### src/rtl/mema_ram.sv
// Generic simple dual-port RAM, one write and one registered read port.
// No dependencies.
module mema_ram #(
  parameter int unsigned Width = 8,
  parameter int unsigned Depth = 16,
  parameter int unsigned AddrW = $clog2(Depth)
) (
  input  logic             clk_i,
  input  logic             we_i,
  input  logic [AddrW-1:0] waddr_i,
  input  logic [Width-1:0] wdata_i,
  input  logic [AddrW-1:0] raddr_i,
  output logic [Width-1:0] rdata_o
);
  logic [Width-1:0] mem [Depth];

  always_ff @(posedge clk_i) begin
    if (we_i) begin
      mem[waddr_i] <= wdata_i;
    end
    rdata_o <= mem[raddr_i];
  end
endmodule

### config.mk
export PLATFORM = sky130hd
export DESIGN_NAME = mema_ram
export DESIGN_NICKNAME = d
export VERILOG_FILES = /design/src/rtl/mema_ram.sv
export SDC_FILE = /design/constraint.sdc
export NUM_CORES = 1
export LEC_CHECK = 0
export ABC_CLOCK_PERIOD_IN_PS = 1900
export CAP_MARGIN = 20
export CORE_AREA = 2 2 117 119
export CTS_CLUSTER_DIAMETER = 200
export DETAILED_ROUTE_END_ITERATION = 12
export DIE_AREA = 0 0 119 121
export DONT_BUFFER_PORTS = 1
export PLACE_DENSITY = 0.51
export SLEW_MARGIN = 20
export SYNTH_ARGS = -nofsm -noshare
export SYNTH_HDL_FRONTEND = slang
export SYNTH_SLANG_ARGS = --single-unit
export TNS_END_PERCENT = 100
### constraint.sdc
create_clock -name clk_i -period 1.9 [get_ports clk_i]
set_input_delay 0.095 -clock clk_i [delete_from_list [all_inputs] [get_ports clk_i]]
set_output_delay 0.095 -clock clk_i [all_outputs]
set_load 0.02 [all_outputs]
==> run metrics <==
status=finished, final reports clean; 1st-pass router iterations=4; cell at the root of the clock tree=sky130_fd_sc_hd__clkbuf_16; Mapped Cells=229; worst setup path class=in2reg; final worst path period need=1.46 ns; cts repair resizes=0; DR vias=2408; met1 track demand over resource in global routing=23.0%; number of antenna violations at the first check in global routing=0; CTS buffer count=17; largest area contributor in the synthesized netlist=sky130_fd_sc_hd__edfxtp_1; startpoint of the worst register-to-register path=mem[9][4]$_DFFE_PP_; Synth Register Bits=136; kind of path behind the tightest hold check=in2reg; die area=0.0144 sq mm; number of synthesized flops with an enable pin=128; # placed instances=413; Async S/R FF share, synth=0%; met3 Usage GRT=4.75%; setup TNS after final layout=0 ns; area of the core region=0.0131 sq mm; via count of the first global-routing pass=approximately 2500; maximum fanout along the worst path=24; number of placement rows=42; worst clock skew=0.00718 ns; global-route congestion overflow total=0; required time worst endpoint=2.20 ns; residual DRC count=0; leading cell type by number of instances after synthesis=sky130_fd_sc_hd__edfxtp_1; Leakage Power=2.02 nW; Initial Util=39.3%; wire length of the first global-routing pass=16000 um; main area contributors after synthesis=sky130_fd_sc_hd__edfxtp_1 (75%), sky130_fd_sc_hd__mux4_2 (7.9%), sky130_fd_sc_hd__mux4_1 (7.1%); share of the clock period used by the worst path after layout=76.7%; detailed-placement wirelength estimate=~6500 um; hold violation count in the final report=0; final routed wirelength across all metal layers=between 10000 and 15000 um; cell count of the worst reg-to-reg path=3; number of warnings reported in the yosys synthesis log=0; Power per Cell Area=1150 mW/mm^2; portion of synthesized cell area occupied by the leading cell type=roughly three quarters; Setup Viol. Count Final=0; fraction of met2 tracks used by global routing=roughly a quarter; post-synth net total=about 250; fraction of layout instances using a drive strength above 1=24.4%; count of final max-slew check failures=0; max-cap viol count=0; TritonCTS clock tree=yes; termination of the worst setup path=rdata_o[3]$_DFF_P_; commonest cells in the netlist=sky130_fd_sc_hd__edfxtp_1 (128), sky130_fd_sc_hd__mux4_2 (18), sky130_fd_sc_hd__a22oi_1 (16); area growth from synthesis to layout=19.1%; buffer levels on the longest clock path=2; Sinks on Clock Net=136; internal reg-to-reg setup slack=around 0.53 ns; worst IR drop on VDD=623 uV; deepest level of the CTS H-tree=4; post-DR wirelength/cell=23.5 um; endpoint type of the worst setup path=flip-flop; number of nets with antenna violations after detailed routing=0; mean cell area of the mapped netlist=22.5 sq um; highest achievable clock rate=686 MHz; GRT busiest layer=met2; fill cell instance count of the final layout=~1100; Worst R2R End=rdata_o[4]$_DFF_P_; gr usage total=~16%; transition at the pin with the smallest max-transition slack=0.648 ns; largest net degree at the start of global routing=33; # nets final=284; drt first-iter violations=176; RePlAce Congestion=0.724; sequential-to-total area share from yosys stat=77.8%; number of distinct library cells after synthesis=19; Worst-path clk slew=0.05 ns; cell area after synthesis=0.00515 sq mm; RSZ-0062 raised after global routing=no; num ports=26; count of buffers inserted at the top-level ports=0; Post-CTS Setup Bufs=0; Slew Limit Headroom=between 50% and 60%; diode count=0; Worst setup SP type=input pin; ratio of routed vias to standard cells=5.29; arrival time at the worst endpoint=1.76 ns; die span in x=119 um; die height=around 120 um; Worst-Skew Late Latency=0.41 ns; primary flip-flop cell chosen by synthesis mapping=sky130_fd_sc_hd__edfxtp_1; hold path cells=3; start point of the critical path=raddr_i[1]; number of standard cells in the final layout excluding fillers=455
[cell families (layout without fill, tap and decap cells)]
logic type	count (synthesis)	count (layout)	synth area share [%]
AO/OA/AOI/OAI	16	16	2.33
AND/OR/NAND/NOR	35	35	3.18
multiplexers	32	32	15.0
buffers and inverters	10	60	1.68
flip-flops	136	136	77.8
[per-layer routing]
metal | share of wire (%) | vias up
met5 | 0 | -
met4 | 1.9 | 0
met3 | 5.2 | 15
met2 | 44 | 80
met1 | 48 | 1266
li1 | - | 1047
[worst max-delay path, cell delays in order]
cell and delay (ns):
sky130_fd_sc_hd__dlygate4sd3_1 0.95, sky130_fd_sc_hd__mux4_1 0.40, sky130_fd_sc_hd__a22oi_1 0.23, sky130_fd_sc_hd__nand2_1 0.07
[per-stage QoR]
stage,power [mW],hold WS [ns],setup slack [ns],instance area (sq um),util (%)
finish,7.02,0.00987,0.442,6130,46.8
global placement,3.66,0.195,0.491,5420,41.4
CTS,7.09,0.000289,0.493,6130,46.8
detailed placement,3.66,0.195,0.502,5420,41.4
global route,7.23,0.0211,0.420,6130,46.8
floorplan,3.63,0.194,0.312,5150,-
[worst min path at each step]
stage | from | end | slack (ns)
final | raddr_i[1] | rdata_o[3]$_DFF_P_ | 0.01
after global routing | raddr_i[1] | rdata_o[0]$_DFF_P_ | 0.02
after CTS | raddr_i[1] | rdata_o[3]$_DFF_P_ | 0.0003
after detailed placement | wdata_i[0] | mem[11][0]$_DFFE_PP_ | 0.20
after global placement | wdata_i[0] | mem[10][0]$_DFFE_PP_ | 0.20
after floorplan | wdata_i[0] | mem[0][0]$_DFFE_PP_ | 0.19
[flip-flops by register name (all words and copies together), names as in the netlist]
signal / count
mem: 128
rdata_o: 8
[cell type report]
cell class | count | area, sq um | share of cell area, %
clock buffer | 18 | 429 | 7.00
multi-input combinational | 83 | 1060 | 17.3
tap | 176 | 220 | 3.59
timing repair buffer | 28 | 235 | 3.84
sequential | 136 | 4000 | 65.3
clock inverter | 14 | 183 | 2.98
[what timing repair did]
item,CTS,global route
hold endpoints to repair,135,0
setup endpoints to repair,0,0
hold buffers,10,0
[report_power, final]
group | total (mW) | leakage [nW] | switching [mW] | internal (mW)
clock network | 3.36 | 0.287 | 1.19 | 2.18
registers | 3.41 | 1.22 | 0.0502 | 3.36
logic | 0.249 | 0.508 | 0.131 | 0.118
[placed cells by master (no fill, tap or decap), types with 2 or more instances in the layout]
master,instances
sky130_fd_sc_hd__a22oi_1,16
sky130_fd_sc_hd__buf_4,18
sky130_fd_sc_hd__bufinv_16,4
sky130_fd_sc_hd__clkbuf_16,17
sky130_fd_sc_hd__clkinv_2,5
sky130_fd_sc_hd__clkinvlp_4,5
sky130_fd_sc_hd__dfxtp_1,8
sky130_fd_sc_hd__dlygate4sd3_1,10
sky130_fd_sc_hd__edfxtp_1,128
sky130_fd_sc_hd__mux4_1,14
sky130_fd_sc_hd__mux4_2,18
sky130_fd_sc_hd__nand2_1,9
sky130_fd_sc_hd__nand2b_1,2
sky130_fd_sc_hd__nand3b_1,2
sky130_fd_sc_hd__nor2_1,13
sky130_fd_sc_hd__nor3_1,4
No activity file was read; power rests on OpenSTA's default activity.
