`src/rtl/mema_pkg.sv`:
```
// Package for the mesh edge adjacency matcher: table sizes, beat and table word types,
// memory request struct and the key hash. No dependencies.
package mema_pkg;

  localparam int unsigned TableEntries = 4096;  // power of two
  localparam int unsigned IdxW         = $clog2(TableEntries);
  localparam int unsigned CntW         = $clog2(TableEntries + 1);
  localparam int unsigned KeyW         = 192;
  localparam int unsigned OwnW         = 20;
  localparam int unsigned StW          = 2;
  localparam int unsigned WordW        = StW + OwnW + KeyW;

  localparam logic [StW-1:0] StEmpty = 2'd0;
  localparam logic [StW-1:0] StUsed  = 2'd1;
  localparam logic [StW-1:0] StTomb  = 2'd2;

  typedef struct packed {
    logic signed [31:0] first_x;
    logic signed [31:0] first_y;
    logic signed [31:0] first_z;
    logic signed [31:0] second_x;
    logic signed [31:0] second_y;
    logic signed [31:0] second_z;
    logic [17:0]        triangle;
    logic [1:0]         edge_slot;
  } edge_t;

  typedef struct packed {
    logic        matched;
    logic [17:0] this_triangle;
    logic [1:0]  this_edge;
    logic [17:0] partner_triangle;
    logic [1:0]  partner_edge;
    logic        table_full;
    logic [12:0] open_edges;
  } result_t;

  typedef struct packed {
    logic [StW-1:0]  status;
    logic [OwnW-1:0] owner;
    logic [KeyW-1:0] key;
  } word_t;

  typedef struct packed {
    logic             we;
    logic [IdxW-1:0]  waddr;
    logic [WordW-1:0] wdata;
    logic [IdxW-1:0]  raddr;
  } mem_req_t;

  function automatic logic [IdxW-1:0] hash_key(input logic [KeyW-1:0] key);
    logic [IdxW-1:0] h;
    h = '0;
    for (int i = 0; i < KeyW; i++) begin
      h[i % IdxW] = h[i % IdxW] ^ key[i];
    end
    return h;
  endfunction

endpackage

```
`src/rtl/mema_if.sv`:
```
// Valid/ready channel interfaces for edge beats and result beats.
// Depends on mema_pkg.
interface mema_edge_if;
  logic            valid;
  logic            ready;
  mema_pkg::edge_t data;
  modport source (output valid, output data, input ready);
  modport sink (input valid, input data, output ready);
endinterface

interface mema_result_if;
  logic              valid;
  logic              ready;
  mema_pkg::result_t data;
  modport source (output valid, output data, input ready);
  modport sink (input valid, input data, output ready);
endinterface

```
`src/rtl/mema_ctrl.sv`:
```
// Probe sequencer: clearing pass, hashed linear probe, match/insert write-back, result register.
// Depends on mema_pkg and mema_if.
module mema_ctrl (
  input  logic                  clk_i,
  input  logic                  rst_ni,
  mema_edge_if.sink             edge_i,
  mema_result_if.source         result_o,
  output mema_pkg::mem_req_t    mem_req_o,
  input  logic [mema_pkg::WordW-1:0] mem_rdata_i
);
  import mema_pkg::*;

  localparam logic [2:0] SClr   = 3'd0;
  localparam logic [2:0] SIdle  = 3'd1;
  localparam logic [2:0] SRead  = 3'd2;
  localparam logic [2:0] SCheck = 3'd3;
  localparam logic [2:0] SFin   = 3'd4;

  logic [2:0]      state_q, state_d;
  logic [IdxW-1:0] clr_idx_q, clr_idx_d;
  logic [IdxW-1:0] idx_q, idx_d;
  logic [CntW-1:0] probes_q, probes_d;
  logic [CntW-1:0] count_q, count_d;
  logic            free_ok_q, free_ok_d;
  logic [IdxW-1:0] free_idx_q, free_idx_d;
  logic            match_q, match_d;
  logic [OwnW-1:0] part_q, part_d;
  logic [KeyW-1:0] key_q, key_d;
  logic [OwnW-1:0] owner_q, owner_d;
  logic            out_valid_q, out_valid_d;
  result_t         out_q, out_d;

  word_t rd_w, wr_w;
  logic  a_below;
  logic [95:0] pa, pb, lo, hi;

  assign rd_w = word_t'(mem_rdata_i);

  always_comb begin
    pa = {edge_i.data.first_x, edge_i.data.first_y, edge_i.data.first_z};
    pb = {edge_i.data.second_x, edge_i.data.second_y, edge_i.data.second_z};
    a_below = (pa ^ {3{32'h8000_0000}}) < (pb ^ {3{32'h8000_0000}});
    lo = a_below ? pa : pb;
    hi = a_below ? pb : pa;
  end

  assign edge_i.ready   = (state_q == SIdle);
  assign result_o.valid = out_valid_q;
  assign result_o.data  = out_q;

  always_comb begin
    state_d     = state_q;
    clr_idx_d   = clr_idx_q;
    idx_d       = idx_q;
    probes_d    = probes_q;
    count_d     = count_q;
    free_ok_d   = free_ok_q;
    free_idx_d  = free_idx_q;
    match_d     = match_q;
    part_d      = part_q;
    key_d       = key_q;
    owner_d     = owner_q;
    out_valid_d = out_valid_q && !result_o.ready;
    out_d       = out_q;
    wr_w        = '{status: StEmpty, owner: owner_q, key: key_q};
    mem_req_o   = '{we: 1'b0, waddr: idx_q, wdata: WordW'(wr_w), raddr: idx_q};

    case (state_q)
      SClr: begin
        mem_req_o.we    = 1'b1;
        mem_req_o.waddr = clr_idx_q;
        if (clr_idx_q == IdxW'(TableEntries - 1)) begin
          state_d = SIdle;
        end else begin
          clr_idx_d = clr_idx_q + 1'b1;
        end
      end
      SIdle: begin
        if (edge_i.valid) begin
          key_d     = {lo, hi};
          owner_d   = {edge_i.data.triangle, edge_i.data.edge_slot};
          idx_d     = hash_key({lo, hi});
          probes_d  = '0;
          free_ok_d = 1'b0;
          match_d   = 1'b0;
          part_d    = '0;
          state_d   = SRead;
        end
      end
      SRead: begin
        state_d = SCheck;
      end
      SCheck: begin
        if (rd_w.status == StUsed && rd_w.key == key_q) begin
          match_d = 1'b1;
          part_d  = rd_w.owner;
          state_d = SFin;
        end else if (rd_w.status == StEmpty) begin
          if (!free_ok_q) begin
            free_ok_d  = 1'b1;
            free_idx_d = idx_q;
          end
          state_d = SFin;
        end else begin
          if (rd_w.status != StUsed && !free_ok_q) begin
            free_ok_d  = 1'b1;
            free_idx_d = idx_q;
          end
          if (probes_q == CntW'(TableEntries - 1)) begin
            state_d = SFin;
          end else begin
            probes_d = probes_q + 1'b1;
            idx_d    = idx_q + 1'b1;
            state_d  = SRead;
          end
        end
      end
      SFin: begin
        if (!out_valid_q || result_o.ready) begin
          out_d.matched          = match_q;
          out_d.this_triangle    = owner_q[OwnW-1:2];
          out_d.this_edge        = owner_q[1:0];
          out_d.partner_triangle = part_q[OwnW-1:2];
          out_d.partner_edge     = part_q[1:0];
          out_d.table_full       = 1'b0;
          if (match_q) begin
            wr_w.status     = StTomb;
            mem_req_o.we    = 1'b1;
            mem_req_o.waddr = idx_q;
            count_d         = count_q - 1'b1;
          end else if (count_q >= CntW'(TableEntries) || !free_ok_q) begin
            out_d.table_full = 1'b1;
          end else begin
            wr_w.status     = StUsed;
            mem_req_o.we    = 1'b1;
            mem_req_o.waddr = free_idx_q;
            count_d         = count_q + 1'b1;
          end
          mem_req_o.wdata  = WordW'(wr_w);
          out_d.open_edges = 13'(count_d);
          out_valid_d      = 1'b1;
          state_d          = SIdle;
        end
      end
      default: begin
        state_d = SIdle;
      end
    endcase
  end

  always_ff @(posedge clk_i or negedge rst_ni) begin
    if (!rst_ni) begin
      state_q     <= SClr;
      clr_idx_q   <= '0;
      count_q     <= '0;
      out_valid_q <= 1'b0;
      free_ok_q   <= 1'b0;
      match_q     <= 1'b0;
    end else begin
      state_q     <= state_d;
      clr_idx_q   <= clr_idx_d;
      count_q     <= count_d;
      out_valid_q <= out_valid_d;
      free_ok_q   <= free_ok_d;
      match_q     <= match_d;
    end
  end

  always_ff @(posedge clk_i) begin
    idx_q      <= idx_d;
    probes_q   <= probes_d;
    free_idx_q <= free_idx_d;
    part_q     <= part_d;
    key_q      <= key_d;
    owner_q    <= owner_d;
    out_q      <= out_d;
  end
endmodule

```
`src/flat_wrapper.sv`:
```
// flat-port wrapper written by rule: the top's interface ports become plain ports
module mema_ctrl_flat import mema_pkg::*;
  (clk_i, rst_ni, mem_req_o, mem_rdata_i, edge_i_valid, edge_i_data, edge_i_ready, result_o_valid, result_o_data, result_o_ready);
  mema_edge_if edge_i_i ();
  mema_result_if result_o_i ();
  input  logic clk_i;
  input  logic rst_ni;
  output mema_pkg::mem_req_t mem_req_o;
  input  logic [mema_pkg::WordW-1:0] mem_rdata_i;
  input wire logic [$bits(edge_i_i.valid)-1:0] edge_i_valid;
  input wire logic [$bits(edge_i_i.data)-1:0] edge_i_data;
  output wire logic [$bits(edge_i_i.ready)-1:0] edge_i_ready;
  output wire logic [$bits(result_o_i.valid)-1:0] result_o_valid;
  output wire logic [$bits(result_o_i.data)-1:0] result_o_data;
  input wire logic [$bits(result_o_i.ready)-1:0] result_o_ready;
  assign edge_i_i.valid = edge_i_valid;
  assign edge_i_i.data = edge_i_data;
  assign edge_i_ready = edge_i_i.ready;
  assign result_o_valid = result_o_i.valid;
  assign result_o_data = result_o_i.data;
  assign result_o_i.ready = result_o_ready;
  mema_ctrl u_core (.clk_i(clk_i), .rst_ni(rst_ni), .edge_i(edge_i_i), .result_o(result_o_i), .mem_req_o(mem_req_o), .mem_rdata_i(mem_rdata_i));
endmodule
```
`config.mk`:
```
export PLATFORM = sky130hd
export DESIGN_NAME = mema_ctrl_flat
export DESIGN_NICKNAME = d
export VERILOG_FILES = /design/src/rtl/mema_pkg.sv /design/src/rtl/mema_if.sv /design/src/rtl/mema_ctrl.sv /design/src/flat_wrapper.sv
export SDC_FILE = /design/constraint.sdc
export NUM_CORES = 1
export LEC_CHECK = 0
export BUFFER_PORTS_ARGS = -buffer_cell sky130_fd_sc_hd__buf_2
export CORE_AREA = 5 5 281 283
export CTS_BUF_LIST = sky130_fd_sc_hd__clkbuf_4
export DETAILED_ROUTE_END_ITERATION = 8
export DIE_AREA = 0 0 286 288
export GPL_TIMING_DRIVEN = 0
export HOLD_SLACK_MARGIN = 0.12
export SLEW_MARGIN = 20
export SYNTH_ARGS = -nofsm -noshare
export SYNTH_HDL_FRONTEND = slang
export SYNTH_SLANG_ARGS = --single-unit
```
`constraint.sdc`:
```
create_clock -name clk_i -period 12.1 [get_ports clk_i]
set_input_delay 0.605 -clock clk_i [delete_from_list [all_inputs] [get_ports clk_i]]
set_output_delay 0.605 -clock clk_i [all_outputs]
set_load 0.005 [all_outputs]
```
==> reports/metrics.yaml <==
clocking:
  clock-sinks: 355
  clk_latency_ns: 0.92
  clk_path_buf_depth: 3
  clk_pin_slew_ns: 0.07
  postCtsSetupBuffers: 0
  clockRootBuffer: "clkbuf_4"
  cts_buffers: 103
  htree_levels: 3
  cts_tree: "done"
  ctsHoldBuffers: 291
  ctsResizeCount: 0
die:
  die_w_um: 286
  io-pin-count: 726
  fp-row-count: 102
  start_util_pct: 29.2
  dieArea_um2: 82400
  coreArea_um2: 76400
  die_h_um: 288
synthesis:
  yosys_most_used_dff: "edfxtp_1"
  yosys.area_share.simple_pct: 9.67
  synthAdderAreaFrac_pct: 5.66
  synth_nets: 2351
  ys_async_sr_fraction_pct: 8.73
  synthCells: 1820
  synth-compound-area-share_pct: 6.26
  ys_seq_area_share_pct: 47.0
  synth_area_per_cell_um2: 12.3
  ys_warn_count: 0
  syn_area_um2: 22300
  synth.area.mux_share_pct: 12.8
  synth_top_family_by_area: "XOR/XNOR gates"
  synth_cell_type_count: 61
  ys_ff_latch: 355
  synth_edf_count: 324
  synthXorXnorAreaFrac_pct: 13.5
setup_path:
  crit_fanout: 10
  r2r_setup_slack_ns: 7.86
  startpoint: "edge_i_data[99]"
  cp-start-kind: "input pin"
  worstPathArrival_ns: 4.89
  reg2reg_depth: 7
  reg2reg_from: "u_core.key_q[77]$_DFFE_PP_"
  required_ns: 12.72
  setup.worst_path.class: "input pin to register"
  worstSetupEndpointType: "register"
  crit_end: "u_core.key_q[110]$_DFFE_PP_"
  reg2reg_to: "u_core.idx_q[9]$_DFFE_PP_"
power_and_ir_drop:
  p_sw_share_pct: 37.8
  intPower_mw: 2.97
  power_density_nw_per_um2: 150
  peakVddDrop_mv: 0.0658
  power_frac_seq_pct: 39.1
  pwr-share-clk_pct: 25.1
  cellLeakagePower_nw: 13.8
  switchingPower_mw: 1.80
  pwr-share-comb_pct: 35.8
place:
  dpl.cell_count: 3542
  gp_congestion: 0.953
  numPortBuffers: 725
  dpl_cell_area_um2: 27400
  hpwl_mm: 104
global_routing:
  grt_max_degree: 44
  grt_remaining_overflow: 0
  grt_use_total_pct: 29.0
  antenna_found_initial: 59
  grt_first_pass_wirelength_mm: 164
  grt_pass1_vias: 20200
finish:
  final_nets: 3482
  final_layout_size_suffix_gt1_share_pct: 36.8
  final_cell_area_um2: 31800
  regArea_um2: 10500
  multi_input_area_um2: 10700
  final_cells: 4052
  area_delta_synth_final_pct: 42.1
  nFillCells: 7379
routing:
  wl_mm: 125
  ant_nets: 0
  wl_per_cell_um: 30.7
  first_pass_iters: 5
  drtIter0Drc: 1380
  post-route-drc-count: 0
  detailroute.via_count: 20000
  detail_route.vias_per_cell: 4.95
flow_run:
  drv_cap: 0
min_path:
  holdPathStages: 2
  hold_start: "edge_i_data[128]"
  hold_class: "input pin to register"
timing:
  skew_ns: 0.132
  period_share_pct: 35.3
  setup_violations: 0
  max_freq_ghz: 0.234
  tightest_slew_ns: 1.20
  maxSlewHeadroom_pct: 19.3
  tns_ns: 0
  min_period_ns: 4.27
  rsz0062_at_grt: "false"
  hold_violations: 0
  report.final.slew_viol_count: 0
run_status:
  status: "completed"
==> layer usage <==
metal  track usage (%)  up-vias  wire, um
li1                  -     8997         -
met1              34.2     9693     48500
met2              49.4     1043     59100
met3              8.59      257     10800
met4              11.7       58      5660
met5                 0        -       391
==> critical path: stages <==
cell	delay [ns]
dlygate4sd3_1	0.58
buf_2	0.18
inv_1	0.05
ha_1	0.30
nand4_1	0.14
nor3_1	0.57
nand3_1	0.25
and4b_1	0.43
nand3_1	0.15
o211ai_4	0.27
buf_12	0.23
buf_12	0.20
mux2_4	0.32
dlygate4sd3_1	0.59
==> sequential cells by signal, summed over array words and instances, names as in the netlist, 3 cells and up <==
signal	cells
u_core.probes_q	13
u_core.free_idx_q	12
u_core.result_o.data	55
u_core.key_q	192
u_core.part_q	20
u_core.count_q	13
u_core.clr_idx_q	12
u_core.owner_q	20
u_core.state_q	3
u_core.idx_q	12
==> power groups by stage <==
stage	registers [mW]	clock network [mW]	logic, mW
4_1_cts	1.86	1.23	1.71
5_1_grt	1.88	1.30	1.82
2_1_floorplan	1.82	0	0.835
3_5_place_dp	1.88	0	1.60
3_3_place_gp	1.93	0	1.56
6_report	1.86	1.20	1.71
==> cell usage after synthesis, drive strengths merged, types with 4 or more instances <==
cell type	instances	area (um2)
nand2	66	248
a31oi	4	25.0
a21o	6	45.0
nor2	69	259
nor4	40	256
nor4bb	4	40.0
a21oi	73	365
a211oi	4	30.0
a2111oi	7	61.3
edfxtp	324	9730
nor2b	23	144
xor2	118	1030
and4	5	43.8
nand3	26	130
nand2b	43	269
and3	26	163
inv	164	616
and2	4	25.0
or3	4	25.0
nand4	63	394
dfrtp	31	776
a22o	11	96.3
o21ai	27	135
xnor2	227	1990
buf	23	415
a221oi	9	78.8
ha	101	1260
clkbuf	24	90.1
nor3	13	65.1
o2bb2ai	6	52.6
mux2	195	2870
o22ai	44	275
==> metrics by stage <==
stage	hold slack, ns	power (mW)	worst slack (ns)	utilization (%)
floorplan	0.309	2.65	4.88	-
global route	0.142	4.99	7.75	41.5
finish	0.212	4.77	7.83	41.6
global placement	0.403	3.50	1.17	35.6
CTS	0.120	4.80	7.92	41.4
detailed placement	0.407	3.49	7.81	35.9
==> worst min-delay path by stage <==
stage                                    endpoint  slack (ns)
2_1_floorplan     u_core.clr_idx_q[0]$_DFFE_PN0P_        0.31
3_3_place_gp   u_core.result_o.data[16]$_DFFE_PP_        0.40
3_5_place_dp   u_core.result_o.data[22]$_DFFE_PP_        0.41
4_1_cts                u_core.key_q[19]$_DFFE_PP_        0.12
5_1_grt               u_core.key_q[108]$_DFFE_PP_        0.14
6_report               u_core.key_q[12]$_DFFE_PP_        0.21
==> final cells by class <==
type	instances	area share [%]
Clock buffer	152	3.59
Buffer	47	1.59
Tap cell	988	3.89
Antenna cell	27	0.213
Inverter	165	1.95
Sequential cell	355	33.1
Multi-Input combinational cell	1253	33.8
Timing Repair Buffer	1026	21.2
Clock inverter	39	0.666
==> layout by cell type, fill, tap and decap left out, types with 63 or more instances in the layout <==
cell	count
buf_2	725
edfxtp_1	324
dlygate4sd3_1	292
xnor2_1	227
mux2_4	180
inv_1	164
clkbuf_4	152
xor2_1	118
ha_1	101
a21oi_1	73
nor2_1	69
nand2_1	66
nand4_1	63
==> cells by family (layout without fill, tap and decap cells) <==
kind of cell,Yosys count,in the layout
AOI/OAI and AO/OA,214,214
muxes,195,195
other,0,27
and+or+nand+nor,398,398
xor gates and xnor gates,345,345
buffers and inverters,212,1429
adders and majority gates,101,101
DFF,355,355
Note: power is estimated with default switching activity, not from simulation.
